==> src/rtl/core/text_line_annotator_unit_defines.svh <==
// ============================================================================
// text_line_annotator_unit defines
// Assertion macros used by the annotator byte sequencer; ASSERT_OFF removes them.
// ============================================================================
`ifndef TEXT_LINE_ANNOTATOR_UNIT_DEFINES_SVH
`define TEXT_LINE_ANNOTATOR_UNIT_DEFINES_SVH

`ifndef ASSERT_OFF
`define TLA_ASSERT(lbl, prop, msg) \
    lbl: assert property (@(posedge clk) disable iff (!rst_n) (prop)) else $error(msg);
`define TLA_ASSERT_NEVER(lbl, cond, msg) `TLA_ASSERT(lbl, !(cond), msg)
`else
`define TLA_ASSERT(lbl, prop, msg)
`define TLA_ASSERT_NEVER(lbl, cond, msg)
`endif

`endif

==> src/rtl/core/tla_pkg.sv <==
// ============================================================================
// tla_pkg
// Types, register map and character constants of the text line annotator.
// ============================================================================
package tla_pkg;

    localparam int NUMBER_DIGITS_DEF = 8;
    localparam int CMDQ_DEPTH        = 2;

    localparam int CFG_AW = 5;
    localparam int CFG_DW = 32;

    typedef enum logic [2:0] {
        REG_NUMBER_MODE      = 3'd0,
        REG_SHOW_ENDS        = 3'd1,
        REG_SQUEEZE_BLANK    = 3'd2,
        REG_SHOW_TABS        = 3'd3,
        REG_SHOW_NONPRINTING = 3'd4
    } reg_idx_t;

    localparam logic [1:0] NM_ALL      = 2'd1;
    localparam logic [1:0] NM_NONBLANK = 2'd2;

    localparam logic [7:0] CH_TAB   = 8'd9;
    localparam logic [7:0] CH_LF    = 8'd10;
    localparam logic [7:0] CH_SPACE = 8'd32;
    localparam logic [7:0] CH_DOLLAR = 8'd36;
    localparam logic [7:0] CH_DASH  = 8'd45;
    localparam logic [7:0] CH_ZERO  = 8'd48;
    localparam logic [7:0] CH_QMARK = 8'd63;
    localparam logic [7:0] CH_I     = 8'd73;
    localparam logic [7:0] CH_M     = 8'd77;
    localparam logic [7:0] CH_CARET = 8'd94;
    localparam logic [7:0] CH_DEL   = 8'd127;
    localparam logic [7:0] CH_HIGH_LO = 8'd128;
    localparam logic [7:0] CH_HIGH_HI = 8'd160;
    localparam logic [7:0] CH_CTRL_END = 8'd32;
    localparam logic [7:0] CARET_OFS = 8'd64;

    typedef struct packed {
        logic [7:0] in_byte;
        logic       first_of_file;
    } in_item_t;

    typedef struct packed {
        logic [7:0] out_byte;
        logic       run_end;
    } out_item_t;

    typedef struct packed {
        logic [1:0] number_mode;
        logic       show_ends;
        logic       squeeze_blank;
        logic       show_tabs;
        logic       show_nonprinting;
    } cfg_t;

    // body rendering of one input byte
    typedef enum logic [1:0] {
        K_PLAIN  = 2'd0,
        K_PAIR   = 2'd1,
        K_META   = 2'd2,
        K_DOLLAR = 2'd3
    } kind_t;

    typedef struct packed {
        logic       num_en;
        kind_t      kind;
        logic [7:0] ch;
    } cmd_t;

endpackage

==> src/rtl/core/text_line_annotator_unit.sv <==
// ============================================================================
// text_line_annotator_unit
// Streaming text annotator: line numbers, blank line squeezing and escapes.
// ============================================================================
// An input byte that renders to one byte passes the byte sequencer at one
// per cycle while the result word is empty or popped; a byte that expands
// holds the queue head until all its bytes are out: two for a caret or
// dollar escape, four for an M- escape, plus max(6, NUMBER_DIGITS digits
// used) + 1 when a line number is printed. A dropped blank line never
// reaches the sequencer. A two-entry command queue decouples input from
// output, so input stalls (full) only while the sequencer is still
// expanding or its result word is not taken. No clearing pass after reset.
module text_line_annotator_unit #(
    parameter int NUMBER_DIGITS = tla_pkg::NUMBER_DIGITS_DEF
) (
    input  logic                       clk,
    input  logic                       rst_n,
    input  logic                       push,
    output logic                       full,
    input  tla_pkg::in_item_t          item,
    output logic                       empty,
    input  logic                       pop,
    output tla_pkg::out_item_t         result,
    input  logic                       psel,
    input  logic                       penable,
    input  logic                       pwrite,
    input  logic [tla_pkg::CFG_AW-1:0] paddr,
    input  logic [tla_pkg::CFG_DW-1:0] pwdata,
    output logic [tla_pkg::CFG_DW-1:0] prdata,
    output logic                       pready
);
    import tla_pkg::*;

    localparam int NUM_W = NUMBER_DIGITS * 4;

    cfg_t             cfg;
    logic             q_push;
    cmd_t             q_cmd;
    logic [NUM_W-1:0] q_num;
    logic             q_pop;
    logic             head_valid;
    cmd_t             head_cmd;
    logic [NUM_W-1:0] head_num;

    tla_cfg u_cfg (
        .clk     (clk),
        .rst_n   (rst_n),
        .psel    (psel),
        .penable (penable),
        .pwrite  (pwrite),
        .paddr   (paddr),
        .pwdata  (pwdata),
        .prdata  (prdata),
        .pready  (pready),
        .cfg     (cfg)
    );

    tla_front #(
        .NUMBER_DIGITS (NUMBER_DIGITS)
    ) u_front (
        .clk    (clk),
        .rst_n  (rst_n),
        .cfg    (cfg),
        .push   (push),
        .item   (item),
        .q_full (full),
        .q_push (q_push),
        .q_cmd  (q_cmd),
        .q_num  (q_num)
    );

    tla_cmdq #(
        .NUM_W (NUM_W)
    ) u_cmdq (
        .clk        (clk),
        .rst_n      (rst_n),
        .wr         (q_push),
        .wr_cmd     (q_cmd),
        .wr_num     (q_num),
        .full       (full),
        .rd         (q_pop),
        .head_valid (head_valid),
        .head_cmd   (head_cmd),
        .head_num   (head_num)
    );

    tla_back #(
        .NUMBER_DIGITS (NUMBER_DIGITS)
    ) u_back (
        .clk        (clk),
        .rst_n      (rst_n),
        .head_valid (head_valid),
        .head_cmd   (head_cmd),
        .head_num   (head_num),
        .q_pop      (q_pop),
        .empty      (empty),
        .pop        (pop),
        .result     (result)
    );

endmodule

==> src/rtl/core/tla_cfg.sv <==
// ============================================================================
// tla_cfg
// APB register file holding the annotator options.
// ============================================================================
module tla_cfg (
    input  logic                       clk,
    input  logic                       rst_n,
    input  logic                       psel,
    input  logic                       penable,
    input  logic                       pwrite,
    input  logic [tla_pkg::CFG_AW-1:0] paddr,
    input  logic [tla_pkg::CFG_DW-1:0] pwdata,
    output logic [tla_pkg::CFG_DW-1:0] prdata,
    output logic                       pready,
    output tla_pkg::cfg_t              cfg
);
    import tla_pkg::*;

    cfg_t       cfg_reg;
    cfg_t       cfg_next;
    reg_idx_t   idx;
    logic       wr;

    assign idx    = reg_idx_t'(paddr[CFG_AW-1:2]);
    assign wr     = psel && penable && pwrite;
    assign pready = 1'b1;
    assign cfg    = cfg_reg;

    always_comb
    begin
        cfg_next = cfg_reg;
        if (wr)
        begin
            unique case (idx)
                REG_NUMBER_MODE:      cfg_next.number_mode      = pwdata[1:0];
                REG_SHOW_ENDS:        cfg_next.show_ends        = pwdata[0];
                REG_SQUEEZE_BLANK:    cfg_next.squeeze_blank    = pwdata[0];
                REG_SHOW_TABS:        cfg_next.show_tabs        = pwdata[0];
                REG_SHOW_NONPRINTING: cfg_next.show_nonprinting = pwdata[0];
                default:              cfg_next = cfg_reg;
            endcase
        end
    end

    always_comb
    begin
        prdata = '0;
        unique case (idx)
            REG_NUMBER_MODE:      prdata = {{(CFG_DW-2){1'b0}}, cfg_reg.number_mode};
            REG_SHOW_ENDS:        prdata = {{(CFG_DW-1){1'b0}}, cfg_reg.show_ends};
            REG_SQUEEZE_BLANK:    prdata = {{(CFG_DW-1){1'b0}}, cfg_reg.squeeze_blank};
            REG_SHOW_TABS:        prdata = {{(CFG_DW-1){1'b0}}, cfg_reg.show_tabs};
            REG_SHOW_NONPRINTING: prdata = {{(CFG_DW-1){1'b0}}, cfg_reg.show_nonprinting};
            default:              prdata = '0;
        endcase
    end

    always_ff @(posedge clk or negedge rst_n)
    begin
        if (!rst_n)
        begin
            cfg_reg <= '0;
        end
        else
        begin
            cfg_reg <= cfg_next;
        end
    end

endmodule

==> src/rtl/core/tla_front.sv <==
// ============================================================================
// tla_front
// Accepts input bytes, tracks segments and the BCD line counter, and
// classifies each byte into a rendering command.
// ============================================================================
module tla_front #(
    parameter int NUMBER_DIGITS = tla_pkg::NUMBER_DIGITS_DEF
) (
    input  logic                       clk,
    input  logic                       rst_n,
    input  tla_pkg::cfg_t              cfg,
    input  logic                       push,
    input  tla_pkg::in_item_t          item,
    input  logic                       q_full,
    output logic                       q_push,
    output tla_pkg::cmd_t              q_cmd,
    output logic [NUMBER_DIGITS*4-1:0] q_num
);
    import tla_pkg::*;

    localparam int NUM_W = NUMBER_DIGITS * 4;

    logic             at_line_start_reg;
    logic             at_line_start_next;
    logic             prev_blank_reg;
    logic             prev_blank_next;
    logic [NUM_W-1:0] line_number_reg;
    logic [NUM_W-1:0] line_number_next;

    logic [NUM_W-1:0] bumped;
    logic             accept;
    logic             seg;
    logic             blank;
    logic             drop;
    logic             num_en;
    logic [7:0]       b;
    cmd_t             cmd;

    assign b      = item.in_byte;
    assign accept = push && !q_full;
    assign seg    = item.first_of_file || at_line_start_reg;
    assign blank  = (b == CH_LF);
    assign drop   = seg && cfg.squeeze_blank && prev_blank_reg && blank;
    assign num_en = at_line_start_reg &&
                    ((cfg.number_mode == NM_ALL) ||
                     ((cfg.number_mode == NM_NONBLANK) && !blank));

    // saturating BCD increment
    always_comb
    begin
        logic [3:0] d;
        logic       carry;
        logic       all_nine;
        carry    = 1'b1;
        all_nine = 1'b1;
        bumped   = line_number_reg;
        for (int k = 0; k < NUMBER_DIGITS; k++)
        begin
            d = line_number_reg[4*k +: 4];
            if (d != 4'd9)
            begin
                all_nine = 1'b0;
            end
            if (carry)
            begin
                bumped[4*k +: 4] = (d >= 4'd9) ? 4'd0 : d + 4'd1;
                carry            = (d >= 4'd9);
            end
        end
        if (all_nine)
        begin
            bumped = line_number_reg;
        end
    end

    always_comb
    begin
        cmd.num_en = num_en;
        cmd.kind   = K_PLAIN;
        cmd.ch     = b;
        priority if (b == CH_TAB && cfg.show_tabs)
        begin
            cmd.kind = K_PAIR;
            cmd.ch   = CH_I;
        end
        else if (b == CH_LF)
        begin
            cmd.kind = cfg.show_ends ? K_DOLLAR : K_PLAIN;
            cmd.ch   = CH_LF;
        end
        else if (cfg.show_nonprinting && b < CH_CTRL_END && b != CH_TAB)
        begin
            cmd.kind = K_PAIR;
            cmd.ch   = b + CARET_OFS;
        end
        else if (cfg.show_nonprinting && b == CH_DEL)
        begin
            cmd.kind = K_PAIR;
            cmd.ch   = CH_QMARK;
        end
        else if (cfg.show_nonprinting && b >= CH_HIGH_LO && b < CH_HIGH_HI)
        begin
            cmd.kind = K_META;
            cmd.ch   = b - CARET_OFS;
        end
        else
        begin
            cmd.kind = K_PLAIN;
            cmd.ch   = b;
        end
    end

    assign q_push = accept && !drop;
    assign q_cmd  = cmd;
    assign q_num  = bumped;

    always_comb
    begin
        at_line_start_next = at_line_start_reg;
        prev_blank_next    = prev_blank_reg;
        line_number_next   = line_number_reg;
        if (accept && !drop)
        begin
            at_line_start_next = blank;
            if (seg)
            begin
                prev_blank_next = blank;
            end
            if (num_en)
            begin
                line_number_next = bumped;
            end
        end
    end

    always_ff @(posedge clk or negedge rst_n)
    begin
        if (!rst_n)
        begin
            at_line_start_reg <= 1'b1;
            prev_blank_reg    <= 1'b0;
            line_number_reg   <= '0;
        end
        else
        begin
            at_line_start_reg <= at_line_start_next;
            prev_blank_reg    <= prev_blank_next;
            line_number_reg   <= line_number_next;
        end
    end

endmodule

==> src/rtl/core/tla_cmdq.sv <==
// ============================================================================
// tla_cmdq
// Short command queue between the classifier and the byte sequencer.
// ============================================================================
module tla_cmdq #(
    parameter int NUM_W = tla_pkg::NUMBER_DIGITS_DEF * 4
) (
    input  logic             clk,
    input  logic             rst_n,
    input  logic             wr,
    input  tla_pkg::cmd_t    wr_cmd,
    input  logic [NUM_W-1:0] wr_num,
    output logic             full,
    input  logic             rd,
    output logic             head_valid,
    output tla_pkg::cmd_t    head_cmd,
    output logic [NUM_W-1:0] head_num
);
    import tla_pkg::*;

    localparam int AW = (CMDQ_DEPTH > 1) ? $clog2(CMDQ_DEPTH) : 1;
    localparam int CW = $clog2(CMDQ_DEPTH + 1);

    cmd_t             cmd_mem [CMDQ_DEPTH];
    logic [NUM_W-1:0] num_mem [CMDQ_DEPTH];
    logic [AW-1:0]    wr_ptr_reg;
    logic [AW-1:0]    wr_ptr_next;
    logic [AW-1:0]    rd_ptr_reg;
    logic [AW-1:0]    rd_ptr_next;
    logic [CW-1:0]    cnt_reg;
    logic [CW-1:0]    cnt_next;

    assign full       = (cnt_reg == CW'(CMDQ_DEPTH));
    assign head_valid = (cnt_reg != '0);
    assign head_cmd   = cmd_mem[rd_ptr_reg];
    assign head_num   = num_mem[rd_ptr_reg];

    always_comb
    begin
        wr_ptr_next = wr_ptr_reg;
        rd_ptr_next = rd_ptr_reg;
        cnt_next    = cnt_reg;
        if (wr)
        begin
            wr_ptr_next = (wr_ptr_reg == AW'(CMDQ_DEPTH - 1)) ? '0 : wr_ptr_reg + 1'b1;
        end
        if (rd)
        begin
            rd_ptr_next = (rd_ptr_reg == AW'(CMDQ_DEPTH - 1)) ? '0 : rd_ptr_reg + 1'b1;
        end
        if (wr && !rd)
        begin
            cnt_next = cnt_reg + 1'b1;
        end
        else if (rd && !wr)
        begin
            cnt_next = cnt_reg - 1'b1;
        end
    end

    always_ff @(posedge clk)
    begin
        if (wr)
        begin
            cmd_mem[wr_ptr_reg] <= wr_cmd;
            num_mem[wr_ptr_reg] <= wr_num;
        end
    end

    always_ff @(posedge clk or negedge rst_n)
    begin
        if (!rst_n)
        begin
            wr_ptr_reg <= '0;
            rd_ptr_reg <= '0;
            cnt_reg    <= '0;
        end
        else
        begin
            wr_ptr_reg <= wr_ptr_next;
            rd_ptr_reg <= rd_ptr_next;
            cnt_reg    <= cnt_next;
        end
    end

endmodule

==> src/rtl/core/tla_back.sv <==
// ============================================================================
// tla_back
// Byte sequencer: expands one command into line number, tab and body bytes,
// one byte per cycle into the result register while it is empty or popped.
// ============================================================================
`include "text_line_annotator_unit_defines.svh"

module tla_back #(
    parameter int NUMBER_DIGITS = tla_pkg::NUMBER_DIGITS_DEF
) (
    input  logic                       clk,
    input  logic                       rst_n,
    input  logic                       head_valid,
    input  tla_pkg::cmd_t              head_cmd,
    input  logic [NUMBER_DIGITS*4-1:0] head_num,
    output logic                       q_pop,
    output logic                       empty,
    input  logic                       pop,
    output tla_pkg::out_item_t         result
);
    import tla_pkg::*;

    localparam int MAXW = (NUMBER_DIGITS > 6) ? NUMBER_DIGITS : 6;
    localparam int PW   = $clog2(MAXW + 1);
    localparam int DW   = $clog2(NUMBER_DIGITS);

    typedef enum logic [3:0] {
        PH_START = 4'b0001,
        PH_NUM   = 4'b0010,
        PH_TAB   = 4'b0100,
        PH_BODY  = 4'b1000
    } phase_t;

    phase_t     phase_reg;
    phase_t     phase_next;
    logic [PW-1:0] pos_reg;
    logic [PW-1:0] pos_next;
    logic [1:0] bidx_reg;
    logic [1:0] bidx_next;
    logic       out_valid_reg;
    logic       out_valid_next;
    out_item_t  out_item_reg;
    out_item_t  out_item_next;

    logic [3:0]    digs [NUMBER_DIGITS];
    logic [PW-1:0] top;
    logic [PW-1:0] width;
    phase_t        eff_phase;
    logic [PW-1:0] eff_pos;
    logic [1:0]    eff_bidx;
    logic [3:0]    dig;
    logic [7:0]    byte_out;
    logic          last;
    logic          advance;

    always_comb
    begin
        top = PW'(1);
        for (int k = 0; k < NUMBER_DIGITS; k++)
        begin
            digs[k] = head_num[4*k +: 4];
            if (head_num[4*k +: 4] != 4'd0)
            begin
                top = PW'(k + 1);
            end
        end
        width = (top > PW'(6)) ? top : PW'(6);
    end

    always_comb
    begin
        eff_phase = phase_reg;
        eff_pos   = pos_reg;
        eff_bidx  = bidx_reg;
        if (phase_reg == PH_START)
        begin
            eff_bidx = 2'd0;
            if (head_cmd.num_en)
            begin
                eff_phase = PH_NUM;
                eff_pos   = width - 1'b1;
            end
            else
            begin
                eff_phase = PH_BODY;
            end
        end
    end

    assign dig = digs[eff_pos[DW-1:0]];

    always_comb
    begin
        byte_out   = head_cmd.ch;
        last       = 1'b0;
        phase_next = eff_phase;
        pos_next   = eff_pos;
        bidx_next  = eff_bidx;
        unique case (eff_phase)
            PH_NUM:
            begin
                if (eff_pos >= top)
                begin
                    byte_out = CH_SPACE;
                end
                else
                begin
                    byte_out = CH_ZERO + {4'd0, (dig > 4'd9) ? 4'd9 : dig};
                end
                if (eff_pos == '0)
                begin
                    phase_next = PH_TAB;
                end
                else
                begin
                    pos_next = eff_pos - 1'b1;
                end
            end
            PH_TAB:
            begin
                byte_out   = CH_TAB;
                phase_next = PH_BODY;
                bidx_next  = 2'd0;
            end
            PH_BODY:
            begin
                bidx_next = eff_bidx + 1'b1;
                unique case (head_cmd.kind)
                    K_PLAIN:
                    begin
                        byte_out = head_cmd.ch;
                        last     = 1'b1;
                    end
                    K_PAIR:
                    begin
                        byte_out = (eff_bidx == 2'd0) ? CH_CARET : head_cmd.ch;
                        last     = (eff_bidx == 2'd1);
                    end
                    K_DOLLAR:
                    begin
                        byte_out = (eff_bidx == 2'd0) ? CH_DOLLAR : CH_LF;
                        last     = (eff_bidx == 2'd1);
                    end
                    K_META:
                    begin
                        unique case (eff_bidx)
                            2'd0:    byte_out = CH_M;
                            2'd1:    byte_out = CH_DASH;
                            2'd2:    byte_out = CH_CARET;
                            default: byte_out = head_cmd.ch;
                        endcase
                        last = (eff_bidx == 2'd3);
                    end
                    default:
                    begin
                        byte_out = head_cmd.ch;
                        last     = 1'b1;
                    end
                endcase
                if (last)
                begin
                    phase_next = PH_START;
                end
            end
            default:
            begin
                phase_next = PH_START;
            end
        endcase
    end

    assign advance = head_valid && (!out_valid_reg || pop);
    assign q_pop   = advance && last;
    assign empty   = !out_valid_reg;
    assign result  = out_item_reg;

    always_comb
    begin
        out_valid_next = out_valid_reg;
        out_item_next  = out_item_reg;
        if (advance)
        begin
            out_valid_next         = 1'b1;
            out_item_next.out_byte = byte_out;
            out_item_next.run_end  = last;
        end
        else if (pop)
        begin
            out_valid_next = 1'b0;
        end
    end

    always_ff @(posedge clk)
    begin
        out_item_reg <= out_item_next;
    end

    always_ff @(posedge clk or negedge rst_n)
    begin
        if (!rst_n)
        begin
            phase_reg     <= PH_START;
            pos_reg       <= '0;
            bidx_reg      <= '0;
            out_valid_reg <= 1'b0;
        end
        else
        begin
            out_valid_reg <= out_valid_next;
            if (advance)
            begin
                phase_reg <= phase_next;
                pos_reg   <= pos_next;
                bidx_reg  <= bidx_next;
            end
        end
    end

    `TLA_ASSERT(a_num_needs_cmd, (phase_reg == PH_NUM) |-> (head_valid && head_cmd.num_en), "number phase without numbered command")
    `TLA_ASSERT_NEVER(a_idle_mid_cmd, !head_valid && (phase_reg != PH_START), "sequencer mid command with empty queue")
    `TLA_ASSERT_NEVER(a_meta_index, (phase_reg == PH_BODY) && (bidx_reg >= 2'd2) && (head_cmd.kind != K_META), "body index beyond short escape")

endmodule
==> config.mk <==
export PLATFORM = sky130hd
export DESIGN_NAME = text_line_annotator_unit
export DESIGN_NICKNAME = d
export VERILOG_FILES = /design/src/rtl/core/tla_pkg.sv /design/src/rtl/core/text_line_annotator_unit.sv /design/src/rtl/core/tla_cfg.sv /design/src/rtl/core/tla_front.sv /design/src/rtl/core/tla_cmdq.sv /design/src/rtl/core/tla_back.sv
export VERILOG_INCLUDE_DIRS = /design/src /design/src/rtl/core
export SDC_FILE = /design/constraint.sdc
export NUM_CORES = 1
export LEC_CHECK = 0
export BUFFER_PORTS_ARGS = -buffer_cell sky130_fd_sc_hd__buf_2
export CAP_MARGIN = 30
export CORE_ASPECT_RATIO = 0.75
export CORE_MARGIN = 2
export CORE_UTILIZATION = 40
export DETAILED_ROUTE_END_ITERATION = 10
export SYNTH_ARGS = -nofsm -noshare
export SYNTH_HDL_FRONTEND = slang
export SYNTH_SLANG_ARGS = --single-unit
==> constraint.sdc <==
create_clock -name clk -period 3.6 [get_ports clk]
set_input_delay 0.72 -clock clk [delete_from_list [all_inputs] [get_ports clk]]
set_output_delay 0.72 -clock clk [all_outputs]
set_load 0.01 [all_outputs]
==> impl_metrics.toml <==
[timing]
setup_ws_ns = 0.303
finClkSkew_ns = 0.00874
final_max_slew_viol_count = 0
grt_setup_unrepaired = "false"
worst_pin_slew_ns = 0.702
finalSetupViolCount = 0
fmax_mhz = 303
slew-limit-headroom_pct = 52.5
whs_ns = 0.313
timing.final.crit_share_pct = 91.6
hold_violations = 0
finalSetupTns_ns = 0
min_period_ns = 3.30

[pwr]
pwr-share-clk_pct = 24.2
seqPwrFrac_pct = 38.1
p_leak_nw = 3.80
switching_power_mw = 2.34
cellPowerDensity_mw_per_mm2 = 688
swShare_pct = 35.8
p_comb_share_pct = 37.7
ir_worst_vdd_v = 0.000285
power_mw = 6.54
internal-power_mw = 4.20

[clocking]
clk_pin_slew_ns = 0.06
clock-sinks = 150
post_cts_resized = 0
tritoncts = "done"
ctsHoldBuffers = 0
clockBufferDepth = 2
htree_levels = 4
cts_setup_buffers = 0
cts-root-buf = "clkbuf_16"
numCtsBuffers = 17
clk_latency_ns = 0.42

[placed_design]
pre_cts_ws_ns = 0.301
gp_congestion = 0.839
place_area_mm2 = 0.00899
io_buffers = 33
numPlacedInstances = 1066
dp_hpwl_um = 13800

[detailed_routing]
vias = 5881
firstDrtPassIters = 5
drc = 0
initialDrtViolationCount = 435
postRouteAntennaNets = 0
routedWlPerCell_um = 17.0
viasPerCell = 5.36
routed_wirelength_um = 18700

[setup_path]
r2r_slack_ns = 0.30
path_common_cell = "a21o_1"
crit_path_start = "u_cmdq.rd_ptr_reg"
slowest_stage = "or4_4"
critical_path_class = "flip-flop to flip-flop"
crit_arrival_ns = 3.56
crit_fanout = 9
end_kind = "flip-flop"
r2r-end = "u_back.result[3]"
reg2reg_depth = 12
r2r-start = "u_cmdq.rd_ptr_reg"
required_ns = 3.86
worstSetupStartpointType = "flip-flop"
slowest_delay_ns = 0.56
path_cells = "or4_4 > o22a_4 > a31oi_4 > inv_1 > ha_1 > nand2b_1 > a21o_1 > a21o_1 > a211oi_4 > buf_4 > nand3_1 > a31oi_1"

[logic_synthesis]
synth_common_cells = "edfxtp_1, nand2_1, o21ai_0"
synth.avg_cell_area_um2 = 11.3
synth-seq-cells = 150
yosys.area.top_type = "edfxtp_1"
netlist_area_mm2 = 0.00847
yosys_most_used_dff = "edfxtp_1"
synth-async-reset-ratio_pct = 36.7
ys_types = 83
synth_edf_count = 95
synth.top_cell.area_share_pct = 33.7
yosysMostFrequentCell = "edfxtp_1"
yosysSeqAreaShare_pct = 50.0
yosys_warnings = 0
synthTopCellsByArea = "edfxtp_1, dfrtp_1, ha_1, mux2_2, o21ai_0"
syn_inst = 750

[job]
cap_violations = 0

[floorplanning]
start_util_pct = 40.4
die-width_um = 172
fp.dieArea_mm2 = 0.0224
core_area_mm2 = 0.0210
io_pins = 97
die_y_um = 130
num_rows = 46

[grt]
grtUsageTotal_pct = 17.5
grt_max_degree = 44
antenna_found_initial = 0
grt_pass1_vias = 5406
globalRouteOverflowTotal = 0
grt_pass1_wl_um = 30000

[cells_and_area]
syn_to_final_growth_pct = 12.2
seq_area_mm2 = 0.00423
nNetsFinal = 889
antennaDiodeCount = 0
largest_reg_flops = 64
fin_area_mm2 = 0.00951
multi_input_area_mm2 = 0.00383
fill_cells = 1971
drive_gt1_share_pct = 19.7
layoutNonFillerInstCount = 1097
post-route-util_pct = 45.4

[run_status]
status = "completed"

[hold_path]
hold_class = "input pin to asynchronous set/reset pin"
how the worst max path moves through the flow:
stage                                  end  slack [ns]  cells after the start
2_1_floorplan             u_back.result[1]        0.08                     17
3_3_place_gp              u_back.result[3]        0.33                     11
3_5_place_dp   u_front.line_number_reg[29]        0.30                     10
4_1_cts                   u_back.result[1]        0.32                     12
5_1_grt                   u_back.result[1]        0.06                     11
6_report                  u_back.result[3]        0.30                     12
kinds of logic after synthesis:
logic type,Yosys count,share of synthesized area (%)
and+or+nand+nor,221,13.6
xor gates and xnor gates,9,0.931
DFF,150,50.0
buffers and inverters,103,6.17
AOI/OAI and AO/OA,157,12.7
muxes,69,10.8
other,2,0.0887
adders and majority gates,39,5.76
power groups by stage:
stage	combinational, mW	clock, mW	sequential (mW)
after floorplan	1.84	0	2.43
after global placement	2.45	0	2.51
after detailed placement	2.46	0	2.52
after CTS	2.48	1.62	2.49
after global routing	2.73	1.68	2.54
final	2.47	1.58	2.49
layer usage:
layer / wire length, µm / up-vias / track usage, %
met2: 7510 / 202 / 23.7
met1: 9800 / 2841 / 28.2
met4: 170 / 0 / 4.25
met5: 0 / - / 0
li1: - / 2823 / -
met3: 1230 / 15 / 3.76
worst max-delay path: cells and delay by family, from the launching register on:
family                   cells  cell delay, ns
adder cells (fa/ha/maj)      1            0.28
AO/OA/AOI/OAI                6            1.29
buffers and inverters        2            0.31
flip-flops                   1            0.48
AND/OR/NAND/NOR              3            0.78
cell type report:
class	instances	area share [%]
Timing Repair Buffer	60	4.26
Clock buffer	20	4.59
Tap cell	288	3.79
Sequential cell	150	44.5
Clock inverter	11	0.842
Multi-Input combinational cell	526	40.3
Inverter	42	1.66
cell usage in the layout (no fill, tap or decap), types with 7 or more instances in the layout:
cell / netlist / layout
dfrtp_1: 53 / 52
buf_2: 7 / 33
a21oi_1: 26 / 26
nor3_1: 20 / 20
edfxtp_1: 95 / 95
o21ai_0: 57 / 57
mux4_2: 12 / 12
clkbuf_16: 0 / 17
nor2b_1: 7 / 7
mux2_2: 31 / 31
buf_4: 32 / 24
nand3_1: 19 / 19
nand2_1: 58 / 58
nor4_1: 7 / 7
and2_1: 8 / 7
xnor2_1: 8 / 8
mux2i_1: 22 / 22
nor2_1: 55 / 54
o31ai_1: 15 / 15
inv_1: 40 / 40
conb_1: 2 / 31
ha_1: 39 / 39
(Power assumes the default switching activity.)
